<file path="config.mk">
export PLATFORM = sky130hd
export DESIGN_NAME = housekeeping_report_scheduler
export DESIGN_NICKNAME = d
export VERILOG_FILES = /design/src/rtl/core/hrs_pkg.sv /design/src/rtl/core/housekeeping_report_scheduler.sv
export VERILOG_INCLUDE_DIRS = /design/src /design/src/rtl/core
export SDC_FILE = /design/constraint.sdc
export NUM_CORES = 1
export LEC_CHECK = 0
export ABC_CLOCK_PERIOD_IN_PS = 3900
export BUFFER_PORTS_ARGS = -buffer_cell sky130_fd_sc_hd__buf_2
export CAP_MARGIN = 25
export CORE_AREA = 5 5 103 154
export DETAILED_ROUTE_END_ITERATION = 8
export DIE_AREA = 0 0 108 159
export HOLD_SLACK_MARGIN = 0.1
export PLACE_DENSITY = 0.76
export SYNTH_ARGS = -nofsm -noshare
export SYNTH_HDL_FRONTEND = slang
export SYNTH_SLANG_ARGS = --single-unit
</file>
<file path="constraint.sdc">
create_clock -name clk_i -period 3.9 [get_ports clk_i]
set_input_delay 0.195 -clock clk_i [delete_from_list [all_inputs] [get_ports clk_i]]
set_output_delay 0.195 -clock clk_i [all_outputs]
set_load 0.01 [all_outputs]
</file>
<file path="src/rtl/core/housekeeping_report_scheduler_assert.svh">
// Assertion macros for the housekeeping report scheduler.
// Depends on nothing; files that assert include it and provide clk_i and rst_ni.
`ifndef HOUSEKEEPING_REPORT_SCHEDULER_ASSERT_SVH
`define HOUSEKEEPING_REPORT_SCHEDULER_ASSERT_SVH
`ifndef NO_ASSERTIONS
`define HRS_ASSERT(lbl, prop) \
  lbl: assert property (@(posedge clk_i) disable iff (!rst_ni) prop) \
    else $error("Housekeeping scheduler assertion failed.");
`define HRS_ASSERT_RST(lbl, prop) \
  lbl: assert property (@(posedge clk_i) prop) \
    else $error("Housekeeping scheduler reset assertion failed.");
`else
`define HRS_ASSERT(lbl, prop)
`define HRS_ASSERT_RST(lbl, prop)
`endif
`endif

</file>
<file path="src/rtl/core/hrs_pkg.sv">
// Package of the housekeeping report scheduler: sizes, codes and the sequencer state type.
// Depends on nothing; used by housekeeping_report_scheduler.
package hrs_pkg;

  localparam int unsigned NumStructures = 8;
  localparam int unsigned MaxList       = 16;

  localparam int unsigned StructIdxW = (NumStructures > 1) ? $clog2(NumStructures) : 1;
  localparam int unsigned ListIdxW   = (MaxList > 1) ? $clog2(MaxList) : 1;
  localparam int unsigned ListCntW   = $clog2(MaxList + 1);

  localparam int unsigned PeriodW    = 16;
  localparam int unsigned PeriodRst  = 10;
  localparam int unsigned BytesSeenW = 9;

  localparam logic OpTick = 1'b0;
  localparam logic OpTc   = 1'b1;

  localparam logic [1:0] SubEnable  = 2'd0;
  localparam logic [1:0] SubDisable = 2'd1;
  localparam logic [1:0] SubOneShot = 2'd2;
  localparam logic [1:0] SubOther   = 2'd3;

  localparam logic KindStatus = 1'b0;
  localparam logic KindReport = 1'b1;

  localparam logic [2:0] StatOk         = 3'd0;
  localparam logic [2:0] StatBadLength  = 3'd1;
  localparam logic [2:0] StatBadParam   = 3'd2;
  localparam logic [2:0] StatUnknownId  = 3'd3;
  localparam logic [2:0] StatUnknownSub = 3'd4;
  localparam logic [2:0] StatTooLong    = 3'd5;

  typedef enum logic [1:0] {
    StIdle,
    StTick,
    StList,
    StStatus
  } state_e;

endpackage

</file>
<file path="src/rtl/core/housekeeping_report_scheduler.sv">
// Housekeeping report scheduler: enable flags, tick phase counter and telecommand handling.
// Depends on hrs_pkg and housekeeping_report_scheduler_assert.svh.
//
// Usage: the input channel carries one word per tick or telecommand byte; the
// output channel returns report requests and completion status words. The
// period register is written through its own channel, which is always ready.
// A tick that does not generate, or a non-final byte, leaves the sequencer idle.
// A generating tick with a structure enabled scans the structures in order up to
// the last enabled one, one per cycle while the output is free. A final byte
// that passes the checks walks the stored list, one entry per cycle (for a
// one-shot list only while the output is free), then gives the status word; a
// rejected telecommand gives only its status word. The input is not ready while
// a run is in progress and is ready again in the cycle after its last word is
// loaded into the output register, which lets an item be accepted while that
// word still waits. When the receiver stalls, the output register holds its
// word and no other word is loaded. Reset enables structure 1, clears the phase,
// the collection state and the output, and sets the period to 10.
`include "housekeeping_report_scheduler_assert.svh"

module housekeeping_report_scheduler (
  input  logic        clk_i,
  input  logic        rst_ni,
  input  logic        in_valid_i,
  output logic        in_ready_o,
  input  logic        opcode_i,
  input  logic [1:0]  subtype_i,
  input  logic        has_byte_i,
  input  logic [7:0]  data_byte_i,
  input  logic        last_i,
  input  logic        cfg_valid_i,
  output logic        cfg_ready_o,
  input  logic [15:0] cfg_data_i,
  output logic        out_valid_o,
  input  logic        out_ready_i,
  output logic        kind_o,
  output logic [2:0]  status_o,
  output logic [3:0]  report_id_o,
  output logic [7:0]  enabled_flags_o,
  output logic        run_end_o
);

  hrs_pkg::state_e state_q, state_d;

  logic [hrs_pkg::PeriodW-1:0]       period_q, phase_q, phase_d;
  logic [hrs_pkg::NumStructures-1:0] mask_q, mask_d;
  logic [7:0]                        id_list_q [hrs_pkg::MaxList];
  logic [hrs_pkg::BytesSeenW-1:0]    bytes_seen_q, bytes_seen_d;
  logic [7:0]                        dcount_q, dcount_d;
  logic                              invalid_q, invalid_d;

  logic [hrs_pkg::StructIdxW-1:0]    tick_idx_q, tick_idx_d;
  logic [hrs_pkg::ListIdxW-1:0]      scan_idx_q, scan_idx_d;
  logic [hrs_pkg::ListCntW-1:0]      scan_cnt_q, scan_cnt_d;
  logic [1:0]                        sub_q, sub_d;
  logic [2:0]                        stat_q, stat_d;

  logic       out_valid_q;
  logic       kind_q, end_q;
  logic [2:0] ostat_q;
  logic [3:0] rid_q;
  logic [7:0] flags_q;

  logic       accept, slot_free, tick_gen, list_ok, list_wr;
  logic       tick_last, scan_last;
  logic [hrs_pkg::PeriodW-1:0] phase_inc, period_eff;
  logic [hrs_pkg::BytesSeenW-1:0] bs_next, bs_dec;
  logic [7:0] dc_next, cur_id;
  logic       inv_next;
  logic [2:0] chk_stat;

  logic       emit, emit_kind, emit_end;
  logic [2:0] emit_stat;
  logic [3:0] emit_rid;

  assign accept      = in_valid_i && in_ready_o;
  assign in_ready_o  = (state_q == hrs_pkg::StIdle);
  assign cfg_ready_o = 1'b1;
  assign slot_free   = !out_valid_q || out_ready_i;

  assign period_eff = (period_q == '0) ? hrs_pkg::PeriodW'(1) : period_q;
  assign phase_inc  = phase_q + hrs_pkg::PeriodW'(1);
  assign tick_gen   = (phase_inc >= period_eff);

  assign bs_next  = (bytes_seen_q == {hrs_pkg::BytesSeenW{1'b1}}) ? bytes_seen_q
                                                                 : bytes_seen_q + 1'b1;
  assign bs_dec   = bytes_seen_q - 1'b1;
  assign dc_next  = (bytes_seen_q == '0) ? data_byte_i : dcount_q;
  assign inv_next = invalid_q || ((bytes_seen_q != '0) &&
                    ((data_byte_i == 8'd0) || (data_byte_i > 8'(hrs_pkg::NumStructures))));
  assign list_wr  = (bytes_seen_q != '0) &&
                    (bs_dec < hrs_pkg::BytesSeenW'(hrs_pkg::MaxList));

  always_comb begin
    if (subtype_i == hrs_pkg::SubOther) begin
      chk_stat = hrs_pkg::StatUnknownSub;
    end else if (bs_next != (hrs_pkg::BytesSeenW'(dc_next) + hrs_pkg::BytesSeenW'(1))) begin
      chk_stat = hrs_pkg::StatBadLength;
    end else if (dc_next == 8'd0) begin
      chk_stat = hrs_pkg::StatBadParam;
    end else if (dc_next > 8'(hrs_pkg::MaxList)) begin
      chk_stat = hrs_pkg::StatTooLong;
    end else if (inv_next) begin
      chk_stat = hrs_pkg::StatUnknownId;
    end else begin
      chk_stat = hrs_pkg::StatOk;
    end
  end
  assign list_ok = (chk_stat == hrs_pkg::StatOk);

  assign tick_last = (((mask_q >> tick_idx_q) >> 1) == '0);
  assign scan_last = ((hrs_pkg::ListCntW'(scan_idx_q) + hrs_pkg::ListCntW'(1)) == scan_cnt_q);
  assign cur_id    = id_list_q[scan_idx_q];

  // Next state.
  always_comb begin
    state_d = state_q;
    case (state_q)
      hrs_pkg::StIdle: begin
        if (accept) begin
          if (opcode_i == hrs_pkg::OpTick) begin
            if (tick_gen && (mask_q != '0)) begin
              state_d = hrs_pkg::StTick;
            end
          end else if (!has_byte_i) begin
            state_d = hrs_pkg::StStatus;
          end else if (last_i) begin
            state_d = list_ok ? hrs_pkg::StList : hrs_pkg::StStatus;
          end
        end
      end
      hrs_pkg::StTick: begin
        if (slot_free && (tick_last ||
            (tick_idx_q == hrs_pkg::StructIdxW'(hrs_pkg::NumStructures - 1)))) begin
          state_d = hrs_pkg::StIdle;
        end
      end
      hrs_pkg::StList: begin
        if ((slot_free || (sub_q != hrs_pkg::SubOneShot)) && scan_last) begin
          state_d = hrs_pkg::StStatus;
        end
      end
      hrs_pkg::StStatus: begin
        if (slot_free) begin
          state_d = hrs_pkg::StIdle;
        end
      end
      default: state_d = hrs_pkg::StIdle;
    endcase
  end

  // Sequencer outputs and datapath updates.
  always_comb begin
    phase_d      = phase_q;
    mask_d       = mask_q;
    bytes_seen_d = bytes_seen_q;
    dcount_d     = dcount_q;
    invalid_d    = invalid_q;
    tick_idx_d   = tick_idx_q;
    scan_idx_d   = scan_idx_q;
    scan_cnt_d   = scan_cnt_q;
    sub_d        = sub_q;
    stat_d       = stat_q;
    emit         = 1'b0;
    emit_kind    = hrs_pkg::KindStatus;
    emit_stat    = hrs_pkg::StatOk;
    emit_rid     = 4'd0;
    emit_end     = 1'b0;
    case (state_q)
      hrs_pkg::StIdle: begin
        if (accept) begin
          if (opcode_i == hrs_pkg::OpTick) begin
            phase_d    = tick_gen ? '0 : phase_inc;
            tick_idx_d = '0;
          end else if (!has_byte_i) begin
            stat_d       = (subtype_i == hrs_pkg::SubOther) ? hrs_pkg::StatUnknownSub
                                                            : hrs_pkg::StatBadLength;
            bytes_seen_d = '0;
            dcount_d     = 8'd0;
            invalid_d    = 1'b0;
          end else if (last_i) begin
            stat_d       = chk_stat;
            sub_d        = subtype_i;
            scan_idx_d   = '0;
            scan_cnt_d   = hrs_pkg::ListCntW'(dc_next);
            bytes_seen_d = '0;
            dcount_d     = 8'd0;
            invalid_d    = 1'b0;
          end else begin
            bytes_seen_d = bs_next;
            dcount_d     = dc_next;
            invalid_d    = inv_next;
          end
        end
      end
      hrs_pkg::StTick: begin
        if (slot_free) begin
          emit       = mask_q[tick_idx_q];
          emit_kind  = hrs_pkg::KindReport;
          emit_rid   = 4'(tick_idx_q) + 4'd1;
          emit_end   = tick_last;
          tick_idx_d = tick_idx_q + 1'b1;
        end
      end
      hrs_pkg::StList: begin
        if (sub_q == hrs_pkg::SubOneShot) begin
          if (slot_free) begin
            emit       = 1'b1;
            emit_kind  = hrs_pkg::KindReport;
            emit_rid   = 4'(cur_id);
            scan_idx_d = scan_idx_q + 1'b1;
          end
        end else begin
          if (sub_q == hrs_pkg::SubEnable) begin
            mask_d[hrs_pkg::StructIdxW'(cur_id - 8'd1)] = 1'b1;
          end else begin
            mask_d[hrs_pkg::StructIdxW'(cur_id - 8'd1)] = 1'b0;
          end
          scan_idx_d = scan_idx_q + 1'b1;
        end
      end
      hrs_pkg::StStatus: begin
        if (slot_free) begin
          emit      = 1'b1;
          emit_kind = hrs_pkg::KindStatus;
          emit_stat = stat_q;
          emit_end  = 1'b1;
        end
      end
      default: ;
    endcase
  end

  always_ff @(posedge clk_i or negedge rst_ni) begin
    if (!rst_ni) begin
      state_q      <= hrs_pkg::StIdle;
      period_q     <= hrs_pkg::PeriodW'(hrs_pkg::PeriodRst);
      phase_q      <= '0;
      mask_q       <= hrs_pkg::NumStructures'(1);
      bytes_seen_q <= '0;
      dcount_q     <= 8'd0;
      invalid_q    <= 1'b0;
      tick_idx_q   <= '0;
      scan_idx_q   <= '0;
      scan_cnt_q   <= '0;
      sub_q        <= hrs_pkg::SubEnable;
      stat_q       <= hrs_pkg::StatOk;
      out_valid_q  <= 1'b0;
    end else begin
      state_q      <= state_d;
      phase_q      <= phase_d;
      mask_q       <= mask_d;
      bytes_seen_q <= bytes_seen_d;
      dcount_q     <= dcount_d;
      invalid_q    <= invalid_d;
      tick_idx_q   <= tick_idx_d;
      scan_idx_q   <= scan_idx_d;
      scan_cnt_q   <= scan_cnt_d;
      sub_q        <= sub_d;
      stat_q       <= stat_d;
      if (cfg_valid_i && cfg_ready_o) begin
        period_q <= cfg_data_i;
      end
      if (emit) begin
        out_valid_q <= 1'b1;
      end else if (out_ready_i) begin
        out_valid_q <= 1'b0;
      end
    end
  end

  always_ff @(posedge clk_i) begin
    if (accept && (opcode_i == hrs_pkg::OpTc) && has_byte_i && list_wr) begin
      id_list_q[bs_dec[hrs_pkg::ListIdxW-1:0]] <= data_byte_i;
    end
    if (emit) begin
      kind_q  <= emit_kind;
      ostat_q <= emit_stat;
      rid_q   <= emit_rid;
      flags_q <= 8'(mask_q);
      end_q   <= emit_end;
    end
  end

  assign out_valid_o     = out_valid_q;
  assign kind_o          = kind_q;
  assign status_o        = ostat_q;
  assign report_id_o     = rid_q;
  assign enabled_flags_o = flags_q;
  assign run_end_o       = end_q;

  `HRS_ASSERT(a_status_ends_run, (out_valid_o && (kind_o == hrs_pkg::KindStatus)) |-> run_end_o)
  `HRS_ASSERT(a_report_ok,
              (out_valid_o && (kind_o == hrs_pkg::KindReport)) |->
              ((status_o == hrs_pkg::StatOk) && (report_id_o != 4'd0)))
  `HRS_ASSERT(a_run_end_idle, (emit && emit_end) |=> (state_q == hrs_pkg::StIdle))
  `HRS_ASSERT(a_mask_list_only, (state_q != hrs_pkg::StList) |=> (mask_q == $past(mask_q)))
  `HRS_ASSERT_RST(a_reset_empty, !rst_ni |=> (!out_valid_q && (state_q == hrs_pkg::StIdle)))

endmodule

</file>
==> run_results.csv, run 1 <==
group,metric,value,unit
outcome,outcome,"finished, final reports clean",
drt,routed_via_density,6.14,
sta,finClkSkew,0.0111,ns
place,dpl_cell_area,8980,sq um
floorplanning,start_util,59.8,%
critical_path,crit_fanout,12,
critical_path,critPathArrivalTime,3.95,ns
sta,finalHoldViolations,0,
clock_network,path_clk_slew,0.07,ns
synth,avgSynthCellArea,11.1,sq um
critical_path,max_stage_delay,0.52,ns
grt,grt_usage,24.2,%
synth,ys_seq_elements,159,
critical_path,cp-end-kind,"flop",
worst_hold_path,hp-class,"input port to flop",
clock_network,cts_buffer_depth,2,
floorplanning,num_rows,54,
worst_hold_path,holdPathEnd,"dcount_q[4]$_DFFE_PN0P_",
power,leakage,0.00396,uW
floorplanning,core,14300,sq um
layout,regArea,4390,sq um
layout,nFillCells,1034,
critical_path,crit_top_cell,"nand2_1",
floorplanning,die_h,159,um
grt,grt_pass1_vias,6654,
place,gp_congestion,0.895,
worst_hold_path,whs_path_depth,2,
drt,first_iter_violations,458,
sta,finalSetupViolations,0,
power,ir_worst_vdd,351,uV
synth,synth_fp_nets,841,
synth,yosysTopAreaCellShare,28.4,%
synth,yosys-top-cells-count,"edfxtp_1 (81), nand2_1 (80), dfrtp_1 (75)",
power,p_per_area,663,nW/um^2
drt,drc_errors,0,
critical_path,r2r_cells,14,
sta,fin_crit_sh,93.3,%
layout,syn_to_final_growth,14.7,%
critical_path,path_class,"flop to flop",
sta,layout_min_cycle_time,3.64,ns
synth,synth_cell_types,73,
floorplanning,dieArea,17200,sq um
synth,syn_inst,775,
critical_path,crit_slowest_cell,"or4b_4",
layout,final_layout_size_suffix_gt1_share,16.8,%
synth,synth_async_sr_flop_share,49.1,%
synth,synth-warning-count,0,
drt,drt_first_pass_iters,5,
worst_hold_path,holdCritStartpoint,"data_byte_i[4]",
critical_path,startpoint_type,"flop",
drt,ant_nets,0,
synth,synth_edf_count,81,
clock_network,cts_tree,"done",
grt,antenna_found_initial,0,
critical_path,regToRegSetupSlack,0.26,ns
synth,synth_largest_area_cell,"edfxtp_1",
critical_path,r2r-end,"stat_q[1]$_DFFE_PN0P_",
clock_network,insertion_delay,0.43,ns
run,drv_cap,0,
clock_network,cts_buffers,17,
grt,global_route.overflow_total,0,
synth,ys_seq_area_share,51.2,%
floorplanning,io_pins,54,
clock_network,cts.sinks,159,
place,dp_hpwl,14.4,mm
synth,ys_top_cells_by_area,"edfxtp_1 (28%), dfrtp_1 (22%), mux4_2 (5.3%)",
sta,layout_setup_ws,0.261,ns
clock_network,htreeDepth,4,
critical_path,cp_top_family,"simple AND/OR/NAND/NOR gates",
synth,synthesis.area,8570,sq um
layout,fin_area,9820,sq um
drt,routedWlPerCell,19.2,um
layout,n_antenna_cell,0,
synth,yosysMostFrequentCell,"edfxtp_1",
floorplanning,die_w,108,um
sta,relSlewSlack,49.8,%
sta,fmax,275,MHz
grt,grt_first_pass_wirelength,32.9,mm
layout,multiInputGateArea,3910,sq um
grt,grt_max_degree,79,
critical_path,required,4.21,ns
drt,routed_wl,20.2,mm
layout,nets,908,
clock_network,root_buffer,"clkbuf_16",
synth,ys.flop_type,"edfxtp_1",
critical_path,r2r-start,"bytes_seen_q[1]$_DFFE_PN0P_",
sta,max_slew.worst_pin.slew,0.754,ns
place,pre_cts_slack,0.263,ns
critical_path,path_buf_inv,1,
sta,report.final.slew_viol_count,0,
place,io_buffers,52,
drt,num_vias,6454,
critical_path,crit_chain,"inv_1, ha_2, or4b_4, nor2_8, nand2_1, nand2_1, ha_1, and3_1, nand4_1, a22oi_1, a211oi_1, nand3b_1, and2_1, o41ai_1",
## timing repair
item                                    in CTS  in global routing
buffers inserted                             0                  1
endpoints found under the setup margin       0                 11
gates resized for setup                      0                  9
hold buffers                                20                  0
endpoints found under the hold margin       95                  0
## worst register-to-register path, cell delays in order, from the launching register on
cell	delay (ns)
dfrtp_1	0.48
inv_1	0.15
ha_2	0.24
or4b_4	0.52
nor2_8	0.22
nand2_1	0.09
nand2_1	0.11
ha_1	0.25
and3_1	0.24
nand4_1	0.13
a22oi_1	0.27
a211oi_1	0.10
nand3b_1	0.21
and2_1	0.20
o41ai_1	0.31
## worst max path at each step
stage                                startpoint                endpoint  slack, ns  cells past startpoint
detailed placement  bytes_seen_q[0]$_DFFE_PN0P_   stat_q[1]$_DFFE_PN0P_       0.26                     14
finish              bytes_seen_q[1]$_DFFE_PN0P_   stat_q[1]$_DFFE_PN0P_       0.26                     14
CTS                      phase_q[2]$_DFFE_PN0P_  phase_q[5]$_DFFE_PN0P_       0.18                     16
global route        bytes_seen_q[1]$_DFFE_PN0P_   stat_q[2]$_DFFE_PN0P_     -0.009                     14
global placement         phase_q[2]$_DFFE_PN0P_  state_q[0]$_DFFE_PN0P_       0.34                     15
floorplan                phase_q[2]$_DFFE_PN0P_  state_q[0]$_DFFE_PN0P_       0.39                     15
## power breakdown
group	switching, uW	internal [uW]	total [uW]	leakage [uW]
Sequential	373	2130	2510	0.00174
Combinational	1310	1070	2370	0.00194
Clock	728	907	1630	0.000285
Total	2410	4110	6510	0.00396
## per-layer routing
layer | share of wire (%) | GRT usage [%] | routed length [um] | vias to the layer above
li1 | - | - | - | 3016
met1 | 38 | 28.0 | 7740 | 3192
met2 | 55 | 44.2 | 11100 | 210
met3 | 4.5 | 4.02 | 916 | 36
met4 | 2.5 | 8.85 | 503 | 0
met5 | 0 | 0 | 0 | -
## flip-flops by register name (all words and copies together) (netlist names), 4 cells and up, named ones only
| signal | cells |
|---|---|
| bytes_seen_q | 9 |
| dcount_q | 8 |
| enabled_flags_o | 8 |
| id_list_q | 64 |
| period_q | 16 |
| phase_q | 16 |
| report_id_o | 4 |
| scan_cnt_q | 5 |
| scan_idx_q | 4 |
## cells in the final DEF, fill, tap and decap left out, types with 31 or more instances in the layout
cell / count
edfxtp_1: 81
nand2_1: 80
dfrtp_1: 74
o21ai_0: 55
nor2_1: 54
buf_2: 51
a21oi_1: 44
inv_1: 32
ha_1: 31
## through the flow
| step | total power [uW] | hold slack [ns] | setup TNS (ns) | instances | util, % |
|---|---|---|---|---|---|
| 2_1_floorplan | 4180 | -0.101 | 0 | 775 | - |
| 3_3_place_gp | 4730 | 0.400 | 0 | 996 | 62.7 |
| 3_5_place_dp | 4840 | 0.406 | 0 | 996 | 62.7 |
| 4_1_cts | 6490 | 0.124 | 0 | 1048 | 68.1 |
| 5_1_grt | 6880 | 0.147 | -0.0168 | 1051 | 68.6 |
| 6_report | 6510 | 0.132 | 0 | 1051 | 68.6 |
## logic make-up (layout without fill, tap and decap cells)
family / count (synthesis) / after routing / synth area share [%]
adder cells (fa/ha/maj): 35 / 35 / 5.02
other: 1 / 1 / 0.0438
flip-flops: 159 / 159 / 51.2
multiplexers: 45 / 45 / 8.32
buffers and inverters: 69 / 149 / 3.49
XOR/XNOR: 31 / 31 / 3.50
AO/OA/AOI/OAI: 179 / 179 / 13.2
AND/OR/NAND/NOR: 256 / 256 / 15.2
## final cells by class
class                   count  area share, %
flip-flops and latches    159           44.7
well taps                 196           2.50
clock inverters            14           1.54
clock buffers              18           4.37
multi-input cells         547           39.8
inverters                  32           1.22
repair buffers             85           5.87
Note: power is estimated with default switching activity, not from simulation.
==> run 2: changes to the inputs <==
ABC_CLOCK_PERIOD_IN_PS = 3100   (was 3900)
CORE_AREA = 5 5 108 161   (was 5 5 103 154)
DIE_AREA = 0 0 113 166   (was 0 0 108 159)
PLACE_DENSITY = 0.72   (was 0.76)
clock period = 3.1 ns   (was 3.9 ns; I/O delays follow)
==> run 2 against run 1 <==
  * The run now ends with negative setup slack left
  * Routed wire length increased by 3.7%
  * Cell count grew 5.8%
  * Highest routed layer unchanged
  * Die area increased by 9.2%
==> run_results.csv, run 2 (same netlist as run 1, synthesis figures left out) <==
group,metric,value,unit
floorplanning,start_util,53.9,%
worst_hold_path,hp-class,"input port to flop",
run,drv_cap,0,
drt,first_iter_violations,477,
sta,fin_crit_sh,102,%
outcome,outcome,"complete, but fails checks",
critical_path,cp-end-kind,"flop",
critical_path,crit_slowest_cell,"or3b_4",
clock_network,cts.sinks,159,
sta,layout_setup_ws,-0.0737,ns
grt,grt_usage,22.4,%
power,clock_power_share,23.9,%
power,p_per_area,828,nW/um^2
grt,grt_max_degree,79,
power,leakage,0.00429,uW
clock_network,cts_buffer_depth,2,
drt,routed_wl,21.0,mm
layout,nets,959,
drt,routed_via_density,5.97,
sta,max_slew.worst_pin.slew,0.641,ns
power,ir_worst_vdd,661,uV
floorplanning,io_pins,54,
grt,antenna_found_initial,0,
sta,grt_setup_unrepaired,"true",
sta,relSlewSlack,57.2,%
clock_network,htreeDepth,4,
sta,finalSetupViolations,2,
layout,largest_register_ff_count,64,
clock_network,path_clk_slew,0.06,ns
drt,num_vias,6642,
critical_path,critPathArrivalTime,3.48,ns
grt,grt_first_pass_wirelength,33.7,mm
layout,final_layout_size_suffix_gt1_share,24.4,%
floorplanning,die_w,113,um
floorplanning,core,15900,sq um
grt,global_route.overflow_total,0,
critical_path,cp_top_family,"simple AND/OR/NAND/NOR gates",
sta,report.final.slew_viol_count,0,
place,gp_congestion,0.928,
place,pre_cts_slack,-0.0831,ns
critical_path,max_stage_delay,0.37,ns
outcome,violations,"negative setup slack",
sta,layout_min_cycle_time,3.17,ns
power,p_sw,3120,uW
layout,n_antenna_cell,0,
power,internal_power,5510,uW
power,p_total,8630,uW
sta,finClkSkew,0.00975,ns
sta,finalHoldViolations,0,
place,io_buffers,52,
floorplanning,dieArea,18800,sq um
critical_path,required,3.41,ns
critical_path,crit_chain,"and3_4, and3_4, and4_4, buf_6, nand4_1, xnor2_2, ha_1, nand4_1, a21oi_1, nand2_1, o21ai_2, o2111a_1, or3b_4, o31a_1",
critical_path,path_buf_inv,1,
layout,syn_to_final_growth,21.6,%
drt,drc_errors,0,
layout,final_common_cell,"edfxtp_1",
drt,routedWlPerCell,18.9,um
power,p_comb_share,40.4,%
clock_network,cts_buffers,17,
clock_network,cts_tree,"done",
critical_path,startpoint_type,"flop",
power,power_frac_seq,35.7,%
clock_network,insertion_delay,0.43,ns
place,dp_hpwl,15.0,mm
drt,drt_first_pass_iters,6,
critical_path,crit_fanout,3,
layout,final_cell_mix,"edfxtp_1 (81), nand2_1 (77), dfrtp_1 (75)",
drt,ant_nets,0,
power,p_sw_share,36.2,%
sta,fmax,315,MHz
critical_path,path_class,"flop to flop",
grt,grt_pass1_vias,6791,
floorplanning,die_h,166,um
floorplanning,num_rows,57,
clock_network,root_buffer,"clkbuf_16",
-- run 2: changes by cell type in the layout (fill, tap and decap cells not counted), sizes merged --
cell         previous run  this run
clkinvlp                0         1
clkinv                  5         6
buf                    65       115
dlygate4sd3            20        21
bufinv                  1         2
inv                    40        37
-- run 2: layout make-up --
| type | instances | area (sq um) |
|---|---|---|
| clock buffers | 18 | 429 |
| clock inverters | 14 | 155 |
| fillers | 1161 | 5480 |
| inverters | 32 | 120 |
| multi-input cells | 547 | 4080 |
| flip-flops and latches | 159 | 4390 |
| well taps | 206 | 258 |
| repair buffers | 136 | 993 |
-- run 2: power groups by stage --
| stage | clock [uW] | sequential, uW | combinational [uW] |
|---|---|---|---|
| 3_5_place_dp | 0 | 3110 | 3240 |
| 6_report | 2060 | 3080 | 3490 |
| 2_1_floorplan | 0 | 3030 | 2290 |
| 4_1_cts | 2100 | 3080 | 3330 |
| 3_3_place_gp | 0 | 3090 | 3150 |
| 5_1_grt | 2190 | 3130 | 3780 |
-- run 2: worst paths after layout --
path	slack, ns	end	depth (start not counted)	from
max	-0.07	state_q[0]$_DFFE_PN0P_	14	phase_q[3]$_DFFE_PN0P_
min	0.13	state_q[1]$_DFFE_PN0P_	3	opcode_i
max reg2reg	-0.07	state_q[0]$_DFFE_PN0P_	14	phase_q[3]$_DFFE_PN0P_
min reg2reg	0.50	scan_cnt_q[0]$_DFFE_PN0P_	2	scan_cnt_q[0]$_DFFE_PN0P_
max in group asynchronous	2.33	async pin	3	rst_ni
min in group asynchronous	0.14	period_q[14]$_DFFE_PN0P_	2	rst_ni
-- run 2: what timing repair did --
action	4_1_cts	5_1_grt
buffers inserted	1	12
pin swaps	10	14
hold buffers	21	0
setup endpoints to repair	4	15
endpoints found under the hold margin	95	0
resized for setup	11	22
-- run 2: tightest hold or removal path, stage by stage --
cell	delay [ns]
buf_2	0.15
mux2i_1	0.13
a21oi_1	0.08
-- run 2: routing by layer --
layer | up-vias | global-route usage, % | share of wire, %
met3 | 56 | 3.65 | 4.3
met1 | 3239 | 25.2 | 37
met5 | - | 0 | 0
met2 | 244 | 40.9 | 55
li1 | 3103 | - | -
met4 | 0 | 10.5 | 3.4
-- run 2: stage by stage --
step	hold slack (ns)	area, sq um	utilization, %	TNS, ns	std cells
after floorplan	-0.141	8630	-	-0.224	775
after global placement	0.366	9340	58.7	-0.00653	1044
after detailed placement	0.375	9340	58.7	-0.214	1044
after CTS	0.109	10200	64.1	-0.0515	1098
after global routing	0.144	10400	65.5	-0.915	1112
final	0.130	10400	65.5	-0.0981	1112
==> run 3: changes to the inputs <==
BUFFER_PORTS_ARGS = -buffer_cell sky130_fd_sc_hd__clkbuf_2   (was -buffer_cell sky130_fd_sc_hd__buf_2)
CORE_AREA = 5 5 101 174   (was 5 5 108 161)
DIE_AREA = 0 0 106 179   (was 0 0 113 166)
RECOVER_POWER = 25   (was not set)
==> run 3 against run 2 <==
  * The run ends with max-capacitance violations, max-slew violations, negative setup slack left
  * Total power decreased by 1.1%
  * Utilization is 0.95 points lower
  * Sequential cell count is the same
  * Sequential power barely moved
  * Via count down 0.24%
==> run_results.csv, run 3 (same netlist as run 1, synthesis figures left out) <==
group,metric,value,unit
drt,drc_errors,0,
clock_network,cts_buffer_depth,2,
clock_network,path_clk_slew,0.08,ns
place,pre_cts_slack,-0.0765,ns
clock_network,htreeDepth,4,
sta,worst_hold_slack,0.149,ns
floorplanning,core,15900,sq um
place,io_buffers,52,
power,p_per_area,833,nW/um^2
worst_hold_path,holdPathEnd,"dcount_q[3]$_DFFE_PN0P_",
worst_hold_path,hp-class,"input port to flop",
critical_path,regToRegSetupSlack,-0.07,ns
drt,ant_nets,0,
outcome,outcome,"complete, but fails checks",
layout,fin_area,10300,sq um
power,leakage,0.00419,uW
drt,drt_first_pass_iters,5,
critical_path,crit_slowest_cell,"dfrtp_1",
sta,finalHoldViolations,0,
drt,routedWlPerCell,19.5,um
grt,grt_first_pass_wirelength,33.7,mm
critical_path,path_depth,13,
sta,layout_setup_ws,-0.0675,ns
clock_network,cts.sinks,159,
layout,final_common_cell,"edfxtp_1",
drt,first_iter_violations,363,
clock_network,root_buffer,"clkbuf_16",
critical_path,cp_top_family,"simple AND/OR/NAND/NOR gates",
power,p_sw,3200,uW
place,dp_hpwl,15.5,mm
run,drv_cap,1,
layout,nets,950,
layout,final_cell_mix,"edfxtp_1 (81), nand2_1 (76), dfrtp_1 (75)",
critical_path,cp-end-kind,"flop",
floorplanning,die_h,179,um
power,internal_power,5340,uW
layout,final_layout_size_suffix_gt1_share,23.2,%
critical_path,r2r-end,"state_q[0]$_DFFE_PN0P_",
sta,relSlewSlack,-17.0,%
floorplanning,dieArea,19000,sq um
sta,finClkSkew,0.0138,ns
critical_path,critPathArrivalTime,3.47,ns
power,ir_worst_vdd,512,uV
grt,grt_usage,23.0,%
sta,fin_tns_setup,-0.0675,ns
grt,antenna_found_initial,0,
layout,largest_register_ff_count,64,
critical_path,r2r-start,"phase_q[4]$_DFFE_PN0P_",
outcome,violations,"max-capacitance violations, max-slew violations, negative setup slack",
layout,nFillCells,1198,
critical_path,crit_chain,"and3_4, and3_4, and4_4, nand4_1, xnor2_1, ha_1, nand2_1, o21ai_0, a21oi_1, o21ai_2, o2111a_1, or3b_4, o31a_1",
critical_path,startpoint_type,"flop",
clock_network,insertion_delay,0.43,ns
sta,fmax,316,MHz
layout,syn_to_final_growth,19.7,%
clock_network,cts_buffers,17,
critical_path,crit_fanout,3,
place,dpl_cell_area,9280,sq um
power,p_comb_share,39.8,%
critical_path,required,3.41,ns
sta,grt_setup_unrepaired,"true",
critical_path,r2r_cells,13,
critical_path,path_class,"flop to flop",
drt,routed_via_density,6.10,
floorplanning,die_w,106,um
grt,global_route.overflow_total,0,
worst_hold_path,holdCritStartpoint,"data_byte_i[3]",
power,power_frac_seq,36.2,%
sta,layout_min_cycle_time,3.17,ns
drt,routed_wl,21.2,mm
clock_network,cts_tree,"done",
place,gp_congestion,0.939,
drt,num_vias,6626,
sta,finalSetupViolations,1,
sta,fin_crit_sh,102,%
floorplanning,start_util,54.0,%
critical_path,path_buf_inv,0,
sta,report.final.slew_viol_count,71,
floorplanning,num_rows,61,
power,p_sw_share,37.4,%
critical_path,crit_top_cell,"and3_4",
power,clock_power_share,23.9,%
grt,grt_pass1_vias,6882,
sta,max_slew.worst_pin.slew,1.75,ns
worst_hold_path,whs_path_depth,2,
floorplanning,io_pins,54,
grt,grt_max_degree,79,
critical_path,max_stage_delay,0.37,ns
layout,n_antenna_cell,0,
power,p_total,8540,uW
==> run 3: final cells by class <==
| class | instances | area, sq um | share of cell area (%) |
|---|---|---|---|
| clock inverters | 15 | 159 | 1.55 |
| flip-flops and latches | 159 | 4390 | 42.8 |
| inverters | 32 | 120 | 1.17 |
| well taps | 189 | 236 | 2.31 |
| repair buffers | 127 | 876 | 8.54 |
| multi-input cells | 547 | 4050 | 39.5 |
| clock buffers | 17 | 425 | 4.15 |
==> run 3: metrics by stage <==
stage	cells	utilization [%]
CTS	1075	63.7
global placement	1022	58.4
global route	1086	64.6
finish	1086	64.6
floorplan	775	-
detailed placement	1022	58.4
==> run 3: metal layers <==
| metal | track usage (%) | share of wire (%) | routed length [um] |
|---|---|---|---|
| met5 | 0 | 0 | 0 |
| met4 | 13.2 | 5.3 | 1130 |
| met3 | 3.53 | 3.8 | 798 |
| met2 | 44.1 | 56 | 11800 |
| met1 | 23.1 | 35 | 7430 |
==> run 3: worst max path at each step <==
stage / from / endpoint
after CTS: phase_q[4]$_DFFE_PN0P_ / state_q[0]$_DFFE_PN0P_
after detailed placement: bytes_seen_q[1]$_DFFE_PN0P_ / stat_q[2]$_DFFE_PN0P_
final: phase_q[4]$_DFFE_PN0P_ / state_q[0]$_DFFE_PN0P_
after floorplan: phase_q[3]$_DFFE_PN0P_ / state_q[0]$_DFFE_PN0P_
after global placement: phase_q[4]$_DFFE_PN0P_ / state_q[0]$_DFFE_PN0P_
after global routing: phase_q[4]$_DFFE_PN0P_ / state_q[0]$_DFFE_PN0P_
==> run 3: repair_timing <==
item	in CTS	in global routing
pin swaps	3	17
endpoints found under the setup margin	4	15
endpoints found under the hold margin	94	0
hold buffers	20	0
buffers inserted	1	9
resized for setup	5	18
==> run 3: power by group through the flow <==
stage          combinational, uW  clock, uW  sequential (uW)
2_1_floorplan               2290          0             3030
3_3_place_gp                3100          0             3110
3_5_place_dp                3210          0             3130
4_1_cts                     3280       2080             3090
5_1_grt                     3720       2170             3140
6_report                    3400       2040             3090
